[config.mk]
export PLATFORM = sky130hd
export DESIGN_NAME = ws2812_line_encoder
export DESIGN_NICKNAME = d
export VERILOG_FILES = /design/src/rtl/wsenc_pkg.sv /design/src/rtl/wsenc_front.sv /design/src/rtl/wsenc_cmd_fifo.sv /design/src/rtl/wsenc_back.sv /design/src/rtl/ws2812_line_encoder.sv
export SDC_FILE = /design/constraint.sdc
export NUM_CORES = 1
export LEC_CHECK = 0
export BUFFER_PORTS_ARGS = -buffer_cell sky130_fd_sc_hd__buf_2
export CORE_MARGIN = 2
export CORE_UTILIZATION = 50
export CTS_BUF_LIST = sky130_fd_sc_hd__clkbuf_16
export DETAILED_ROUTE_END_ITERATION = 8
export PLACE_DENSITY = 0.72
export SLEW_MARGIN = 40
export SYNTH_ARGS = -nofsm -noshare
export SYNTH_HDL_FRONTEND = slang
export SYNTH_SLANG_ARGS = --single-unit
[constraint.sdc]
create_clock -name clk -period 6.05 [get_ports clk]
set_clock_uncertainty 0.2 [all_clocks]
set_input_delay 1.21 -clock clk [delete_from_list [all_inputs] [get_ports clk]]
set_output_delay 1.21 -clock clk [all_outputs]
set_load 0.02 [all_outputs]
[src/rtl/wsenc_pkg.sv]
// Shared types and constants for the WS2812 line encoder.
// Used by every module of the block; depends on nothing.
package wsenc_pkg;

    localparam int unsigned MaxPixelsDefault = 8;
    localparam int unsigned CmdDepth         = 4;
    localparam int unsigned CfgIndexW        = 3;
    localparam int unsigned CfgDataW         = 16;

    localparam logic [CfgIndexW-1:0] RegOneHigh  = 3'd0;
    localparam logic [CfgIndexW-1:0] RegOneLow   = 3'd1;
    localparam logic [CfgIndexW-1:0] RegZeroHigh = 3'd2;
    localparam logic [CfgIndexW-1:0] RegZeroLow  = 3'd3;
    localparam logic [CfgIndexW-1:0] RegResetLow = 3'd4;

    localparam logic [7:0]  OneHighReset  = 8'd50;
    localparam logic [7:0]  OneLowReset   = 8'd50;
    localparam logic [7:0]  ZeroHighReset = 8'd18;
    localparam logic [7:0]  ZeroLowReset  = 8'd70;
    localparam logic [15:0] ResetLowReset = 16'd3600;

    // Timing registers as seen by the segment sequencer
    typedef struct packed {
        logic [7:0]  one_high;
        logic [7:0]  one_low;
        logic [7:0]  zero_high;
        logic [7:0]  zero_low;
        logic [15:0] reset_low;
    } wsenc_timing_t;

    // One classified request handed from front to back
    typedef struct packed {
        logic [7:0] color;
        logic       line;
        logic       send_bits;
        logic       send_end;
    } wsenc_cmd_t;

endpackage

[src/rtl/wsenc_front.sv]
// Front end: accepts color bytes, tracks the frame byte count and classifies
// each request into a command for the back end. Depends on wsenc_pkg.
module wsenc_front #(
    parameter int unsigned MAX_PIXELS = wsenc_pkg::MaxPixelsDefault
) (
    input  logic                   clk,
    input  logic                   rst_n,
    input  logic                   accept,
    input  logic [7:0]             color_byte,
    input  logic                   strip_select,
    input  logic                   frame_end,
    output logic                   cmd_write,
    output wsenc_pkg::wsenc_cmd_t  cmd
);
    import wsenc_pkg::*;

    localparam int unsigned FrameLimit = MAX_PIXELS * 3;
    localparam int unsigned CntW       = $clog2(FrameLimit + 1);

    logic [CntW-1:0] count_reg;
    logic [CntW-1:0] count_next;
    logic            below_limit;

    always_comb
    begin
        below_limit   = count_reg < CntW'(FrameLimit);
        cmd.color     = color_byte;
        cmd.line      = strip_select;
        cmd.send_bits = below_limit;
        cmd.send_end  = frame_end;
        // drop requests that give no segment at all
        cmd_write     = accept && (below_limit || frame_end);
        count_next    = count_reg;
        if (accept)
        begin
            if (frame_end)
                count_next = '0;
            else if (below_limit)
                count_next = count_reg + CntW'(1);
        end
    end

    always_ff @(posedge clk or negedge rst_n)
    begin
        if (!rst_n)
            count_reg <= '0;
        else
            count_reg <= count_next;
    end

endmodule

[src/rtl/wsenc_cmd_fifo.sv]
// Short command queue between the front end and the segment sequencer.
// Depends on wsenc_pkg for the command type and depth.
module wsenc_cmd_fifo (
    input  logic                   clk,
    input  logic                   rst_n,
    input  logic                   wr,
    input  wsenc_pkg::wsenc_cmd_t  wr_cmd,
    input  logic                   rd,
    output wsenc_pkg::wsenc_cmd_t  rd_cmd,
    output logic                   full,
    output logic                   empty
);
    import wsenc_pkg::*;

    localparam int unsigned PtrW = $clog2(CmdDepth);
    localparam int unsigned CntW = $clog2(CmdDepth + 1);

    wsenc_cmd_t      slot_reg [CmdDepth];
    logic [PtrW-1:0] wr_ptr_reg;
    logic [PtrW-1:0] rd_ptr_reg;
    logic [CntW-1:0] count_reg;
    logic            do_wr;
    logic            do_rd;

    assign full   = count_reg == CntW'(CmdDepth);
    assign empty  = count_reg == '0;
    assign do_wr  = wr && !full;
    assign do_rd  = rd && !empty;
    assign rd_cmd = slot_reg[rd_ptr_reg];

    always_ff @(posedge clk)
    begin
        if (do_wr)
            slot_reg[wr_ptr_reg] <= wr_cmd;
    end

    always_ff @(posedge clk or negedge rst_n)
    begin
        if (!rst_n)
        begin
            wr_ptr_reg <= '0;
            rd_ptr_reg <= '0;
            count_reg  <= '0;
        end
        else
        begin
            if (do_wr)
                wr_ptr_reg <= wr_ptr_reg + PtrW'(1);
            if (do_rd)
                rd_ptr_reg <= rd_ptr_reg + PtrW'(1);
            if (do_wr && !do_rd)
                count_reg <= count_reg + CntW'(1);
            else if (do_rd && !do_wr)
                count_reg <= count_reg - CntW'(1);
        end
    end

endmodule

[src/rtl/wsenc_back.sv]
// Back end: steps each command's sixteen bit segments and/or latch segment,
// one per cycle while pop is held, into an output register. Uses wsenc_pkg.
module wsenc_back (
    input  logic                     clk,
    input  logic                     rst_n,
    input  wsenc_pkg::wsenc_timing_t timing,
    input  wsenc_pkg::wsenc_cmd_t    cmd,
    input  logic                     cmd_empty,
    output logic                     cmd_pop,
    input  logic                     pop,
    output logic                     empty,
    output logic                     line_level,
    output logic [15:0]              segment_cycles,
    output logic                     line_select,
    output logic                     last_segment
);
    import wsenc_pkg::*;

    logic [4:0]  seg_idx_reg;
    logic [4:0]  seg_idx_next;
    logic        out_valid_reg;
    logic        level_reg;
    logic [15:0] cycles_reg;
    logic        line_reg;
    logic        last_reg;

    logic        seg_reset;
    logic        bit_one;
    logic        seg_level;
    logic [7:0]  bit_time;
    logic [15:0] raw_cycles;
    logic [15:0] seg_cycles;
    logic        seg_last;
    logic        load;

    always_comb
    begin
        seg_reset  = !cmd.send_bits || seg_idx_reg[4];
        bit_one    = cmd.color[~seg_idx_reg[3:1]];
        seg_level  = !seg_reset && !seg_idx_reg[0];
        if (seg_idx_reg[0])
            bit_time = bit_one ? timing.one_low : timing.zero_low;
        else
            bit_time = bit_one ? timing.one_high : timing.zero_high;
        raw_cycles = seg_reset ? timing.reset_low : {8'd0, bit_time};
        // a zero-length setting is replaced by the smallest nonzero length
        seg_cycles = (raw_cycles == 16'd0) ? 16'd1 : raw_cycles;
        seg_last   = seg_reset || (seg_idx_reg[3:0] == 4'hF && !cmd.send_end);
        load       = !cmd_empty && (!out_valid_reg || pop);
        cmd_pop    = load && seg_last;
        seg_idx_next = seg_idx_reg;
        if (load)
            seg_idx_next = seg_last ? 5'd0 : seg_idx_reg + 5'd1;
    end

    always_ff @(posedge clk or negedge rst_n)
    begin
        if (!rst_n)
        begin
            seg_idx_reg   <= '0;
            out_valid_reg <= 1'b0;
        end
        else
        begin
            seg_idx_reg   <= seg_idx_next;
            out_valid_reg <= load || (out_valid_reg && !pop);
        end
    end

    always_ff @(posedge clk)
    begin
        if (load)
        begin
            level_reg  <= seg_level;
            cycles_reg <= seg_cycles;
            line_reg   <= cmd.line;
            last_reg   <= seg_last;
        end
    end

    assign empty          = !out_valid_reg;
    assign line_level     = level_reg;
    assign segment_cycles = cycles_reg;
    assign line_select    = line_reg;
    assign last_segment   = last_reg;

endmodule

[src/rtl/ws2812_line_encoder.sv]
// WS2812 line encoder top level: timing registers, front end, command queue
// and segment sequencer. Depends on wsenc_pkg and the wsenc_* modules.
//
//   Channel   Handshake          Payload
//   input     push / full        color_byte, strip_select, frame_end
//   result    empty / pop        line_level, segment_cycles, line_select, last_segment
//   config    cfg_we             cfg_index, cfg_data
//
// A byte within the frame limit yields sixteen segments, one per cycle when
// pop is held; a frame end adds one latch segment. The sequencer emits one
// segment a cycle while pop is held; the command queue lets new bytes in
// while segments of earlier bytes are still going out. Reset clears the
// frame count and queue, empties the output register, loads default timings.
module ws2812_line_encoder #(
    parameter int unsigned MAX_PIXELS = wsenc_pkg::MaxPixelsDefault
) (
    input  logic                             clk,
    input  logic                             rst_n,
    input  logic                             push,
    output logic                             full,
    input  logic [7:0]                       color_byte,
    input  logic                             strip_select,
    input  logic                             frame_end,
    output logic                             empty,
    input  logic                             pop,
    output logic                             line_level,
    output logic [15:0]                      segment_cycles,
    output logic                             line_select,
    output logic                             last_segment,
    input  logic                             cfg_we,
    input  logic [wsenc_pkg::CfgIndexW-1:0]  cfg_index,
    input  logic [wsenc_pkg::CfgDataW-1:0]   cfg_data
);
    import wsenc_pkg::*;

    wsenc_timing_t timing_reg;
    wsenc_cmd_t    front_cmd;
    wsenc_cmd_t    head_cmd;
    logic          front_write;
    logic          cmd_empty;
    logic          cmd_pop;

    always_ff @(posedge clk or negedge rst_n)
    begin
        if (!rst_n)
        begin
            timing_reg.one_high  <= OneHighReset;
            timing_reg.one_low   <= OneLowReset;
            timing_reg.zero_high <= ZeroHighReset;
            timing_reg.zero_low  <= ZeroLowReset;
            timing_reg.reset_low <= ResetLowReset;
        end
        else if (cfg_we)
        begin
            unique case (cfg_index)
                RegOneHigh:  timing_reg.one_high  <= cfg_data[7:0];
                RegOneLow:   timing_reg.one_low   <= cfg_data[7:0];
                RegZeroHigh: timing_reg.zero_high <= cfg_data[7:0];
                RegZeroLow:  timing_reg.zero_low  <= cfg_data[7:0];
                RegResetLow: timing_reg.reset_low <= cfg_data;
                default: ;
            endcase
        end
    end

    wsenc_front #(
        .MAX_PIXELS (MAX_PIXELS)
    ) u_front (
        .clk          (clk),
        .rst_n        (rst_n),
        .accept       (push && !full),
        .color_byte   (color_byte),
        .strip_select (strip_select),
        .frame_end    (frame_end),
        .cmd_write    (front_write),
        .cmd          (front_cmd)
    );

    wsenc_cmd_fifo u_cmd_fifo (
        .clk    (clk),
        .rst_n  (rst_n),
        .wr     (front_write),
        .wr_cmd (front_cmd),
        .rd     (cmd_pop),
        .rd_cmd (head_cmd),
        .full   (full),
        .empty  (cmd_empty)
    );

    wsenc_back u_back (
        .clk            (clk),
        .rst_n          (rst_n),
        .timing         (timing_reg),
        .cmd            (head_cmd),
        .cmd_empty      (cmd_empty),
        .cmd_pop        (cmd_pop),
        .pop            (pop),
        .empty          (empty),
        .line_level     (line_level),
        .segment_cycles (segment_cycles),
        .line_select    (line_select),
        .last_segment   (last_segment)
    );

endmodule
==> impl_metrics.json <==
{
  "worstPathRequired_ns": 6.13,
  "num-nets-final": 433,
  "port_buffers": 54,
  "cts_max_path_buffers": 2,
  "ioPinCount": 55,
  "crit_start": "u_cmd_fifo.rd_ptr_reg[1]",
  "detail_route.wl_per_cell_um": 17.5,
  "viasPerCell": 5.42,
  "h-tree-depth": 4,
  "synth-seq-cells": 129,
  "largest_reg_flops": 48,
  "maxSlewViolCount": 0,
  "final_common_cell": "edfxtp_1",
  "r2r_end": "u_back.segment_cycles[0]",
  "ant_nets": 0,
  "r2r_start": "u_cmd_fifo.rd_ptr_reg[1]",
  "synth_cells": 325,
  "grt_max_degree": 67,
  "grt_pass1_vias": 2955,
  "finalInstanceArea_um2": 6430,
  "p_leak_uw": 0.00261,
  "hold_path.class": "flop to flop",
  "clkPwrFrac_pct": 28.2,
  "crit_slowest_cell": "dfrtp_1",
  "first_pass_iters": 5,
  "post_cts_buffers": 0,
  "postCtsResizedCells": 0,
  "numCtsBuffers": 17,
  "clk_latency_ns": 0.41,
  "coreArea_um2": 10800,
  "syn_to_final_growth_pct": 16.6,
  "ys.flop_type": "edfxtp_1",
  "cp-endpoint": "u_back.segment_cycles[0]",
  "power_density_nw_per_um2": 482,
  "grt_first_pass_wirelength_mm": 15.1,
  "root_buffer": "clkbuf_16",
  "tns_ns": 0,
  "synth_cell_types": 45,
  "yosys.area.top_type": "edfxtp_1",
  "yosysSeqAreaShare_pct": 64.6,
  "rows": 38,
  "rsz0062_at_grt": "no",
  "drt_iter0_drc": 177,
  "pre_cts_ws_ns": 2.22,
  "p_int_uw": 2180,
  "yosysTopAreaCellShare_pct": 34.3,
  "cts.clk_slew.worst_paths_ns": 0.05,
  "cp_common_cell": "mux4_1",
  "die_area_um2": 11900,
  "drc_errors": 0,
  "final-setup-viol-count": 0,
  "cts_sinks": 129,
  "sw_frac_of_total_pct": 29.7,
  "cp_cell_sequence": "mux4_1 > mux2i_1 > o22ai_2 > nor3_4 > mux4_1 > mux2_2 > nor4_1 > a31o_1",
  "hpwl_mm": 6.15,
  "synthesis.nets": 367,
  "cts_hold_buf": 0,
  "max_freq_ghz": 0.275,
  "wirelength_mm": 9.51,
  "cp_max_fo": 12,
  "cts_tree": "done",
  "power.share.sequential_pct": 44.6,
  "syn_area_um2": 5520,
  "ys.warnings.count": 0,
  "finalWorstSetupSlack_ns": 2.42,
  "ys_top_cells_by_area": "edfxtp_1, dfrtp_1, mux2_2, dfstp_2, mux4_1",
  "combPwrFrac_pct": 27.3,
  "status": "finished clean",
  "grt_overflow": 0,
  "synth_edf_count": 63,
  "die_w_um": 109,
  "min_period_ns": 3.63,
  "worstSetupPathType": "flop to flop",
  "start_kind": "flop",
  "p_switching_uw": 920,
  "reg2reg_depth": 8,
  "reg2reg_slack_ns": 2.42,
  "min_from": "timing_reg[13]",
  "avgSynthCellArea_um2": 17.0,
  "layout_common_cells": "edfxtp_1, mux2_2, buf_2",
  "worst_pin_slew_ns": 0.713,
  "globalplace.congestion": 0.726,
  "place_area_um2": 5910,
  "hold_viol": 0,
  "irDropWorstVdd_mv": 0.244,
  "initial_core_util_pct": 51.1,
  "drive_gt1_share_pct": 40.6,
  "end_kind": "flop",
  "die_h_um": 109,
  "cp_data_arrival_time_ns": 3.71,
  "num_antenna_cells": 0,
  "grt_use_total_pct": 17.6,
  "async_flop_share_pct": 51.2,
  "timing.max_slew.rel_slack_pct": 52.2,
  "vias": 2950,
  "hold_slack_ns": 0.293,
  "cpPeakStageDelay_ns": 0.71,
  "finalCritPeriodShare_pct": 60.0,
  "antenna_found_initial": 0,
  "max_cap_violations": 0
}
-- how the worst min path moves through the flow --
stage / endpoint / slack [ns] / cells past startpoint
floorplan: u_cmd_fifo.count_reg[2] / 0.26 / 1
global placement: timing_reg[20] / 0.28 / 1
detailed placement: timing_reg[13] / 0.29 / 1
CTS: timing_reg[13] / 0.30 / 1
global route: timing_reg[0] / 0.31 / 1
finish: timing_reg[13] / 0.29 / 1
-- power by group through the flow --
| stage | registers [uW] | logic, uW | clock network (uW) |
|---|---|---|---|
| 2_1_floorplan | 1380 | 660 | 0 |
| 6_report | 1380 | 846 | 873 |
| 3_3_place_gp | 1390 | 824 | 0 |
| 3_5_place_dp | 1400 | 852 | 0 |
| 5_1_grt | 1410 | 935 | 936 |
| 4_1_cts | 1390 | 862 | 891 |
-- layout make-up --
type,count,area (um2)
clock buffers,17,425
repair buffers,58,304
clock inverters,15,86.3
multi-input cells,177,1850
fillers,808,4360
well taps,140,175
flip-flops and latches,129,3560
inverters,8,30.0
-- cell families after synthesis --
logic type	count (synthesis)	share of synthesized area [%]
compound gates	21	2.65
simple gates	61	6.51
flops	129	64.6
xor+xnor	6	0.953
buf+inv	19	2.20
fa+ha+maj	8	1.95
mux	81	21.2
-- critical path: cells and delay by family, from the launching register on --
kind,cells,cell delay (ns)
AOI/OAI and AO/OA,2,0.30
DFF,1,0.71
muxes,4,1.49
and+or+nand+nor,2,0.79
-- per-layer routing --
layer	up-vias	global-route usage, %	routed length, um
met5	-	0	0
met4	0	8.79	159
met3	14	4.66	487
met2	80	28.3	4790
met1	1478	22.2	4070
li1	1378	-	-
-- cells in the mapped netlist (2+ instances only) --
| cell type | number |
|---|---|
| nor4bb_1 | 2 |
| nand2_1 | 17 |
| dfrtp_1 | 51 |
| dfstp_2 | 15 |
| or2b_2 | 2 |
| mux2i_1 | 6 |
| clkbuf_8 | 3 |
| and2_1 | 12 |
| mux4_2 | 3 |
| xor2_1 | 2 |
| nor2_1 | 4 |
| nand3_1 | 5 |
| inv_1 | 8 |
| ha_1 | 7 |
| a21oi_1 | 3 |
| o21ai_0 | 7 |
| nor4_1 | 3 |
| nor3_1 | 8 |
| xnor2_1 | 4 |
| a21o_1 | 3 |
| clkbuf_1 | 4 |
| edfxtp_1 | 63 |
| mux2_2 | 56 |
| mux4_1 | 15 |
| buf_6 | 2 |
-- per-stage QoR --
step                      instances  util (%)  power (uW)
after CTS                       544      59.5        3140
after floorplan                 325         -        2030
after detailed placement        512      54.8        2250
after global routing            544      59.6        3280
final                           544      59.6        3100
after global placement          512      54.7        2210
Power figures use the tool's default switching activity.
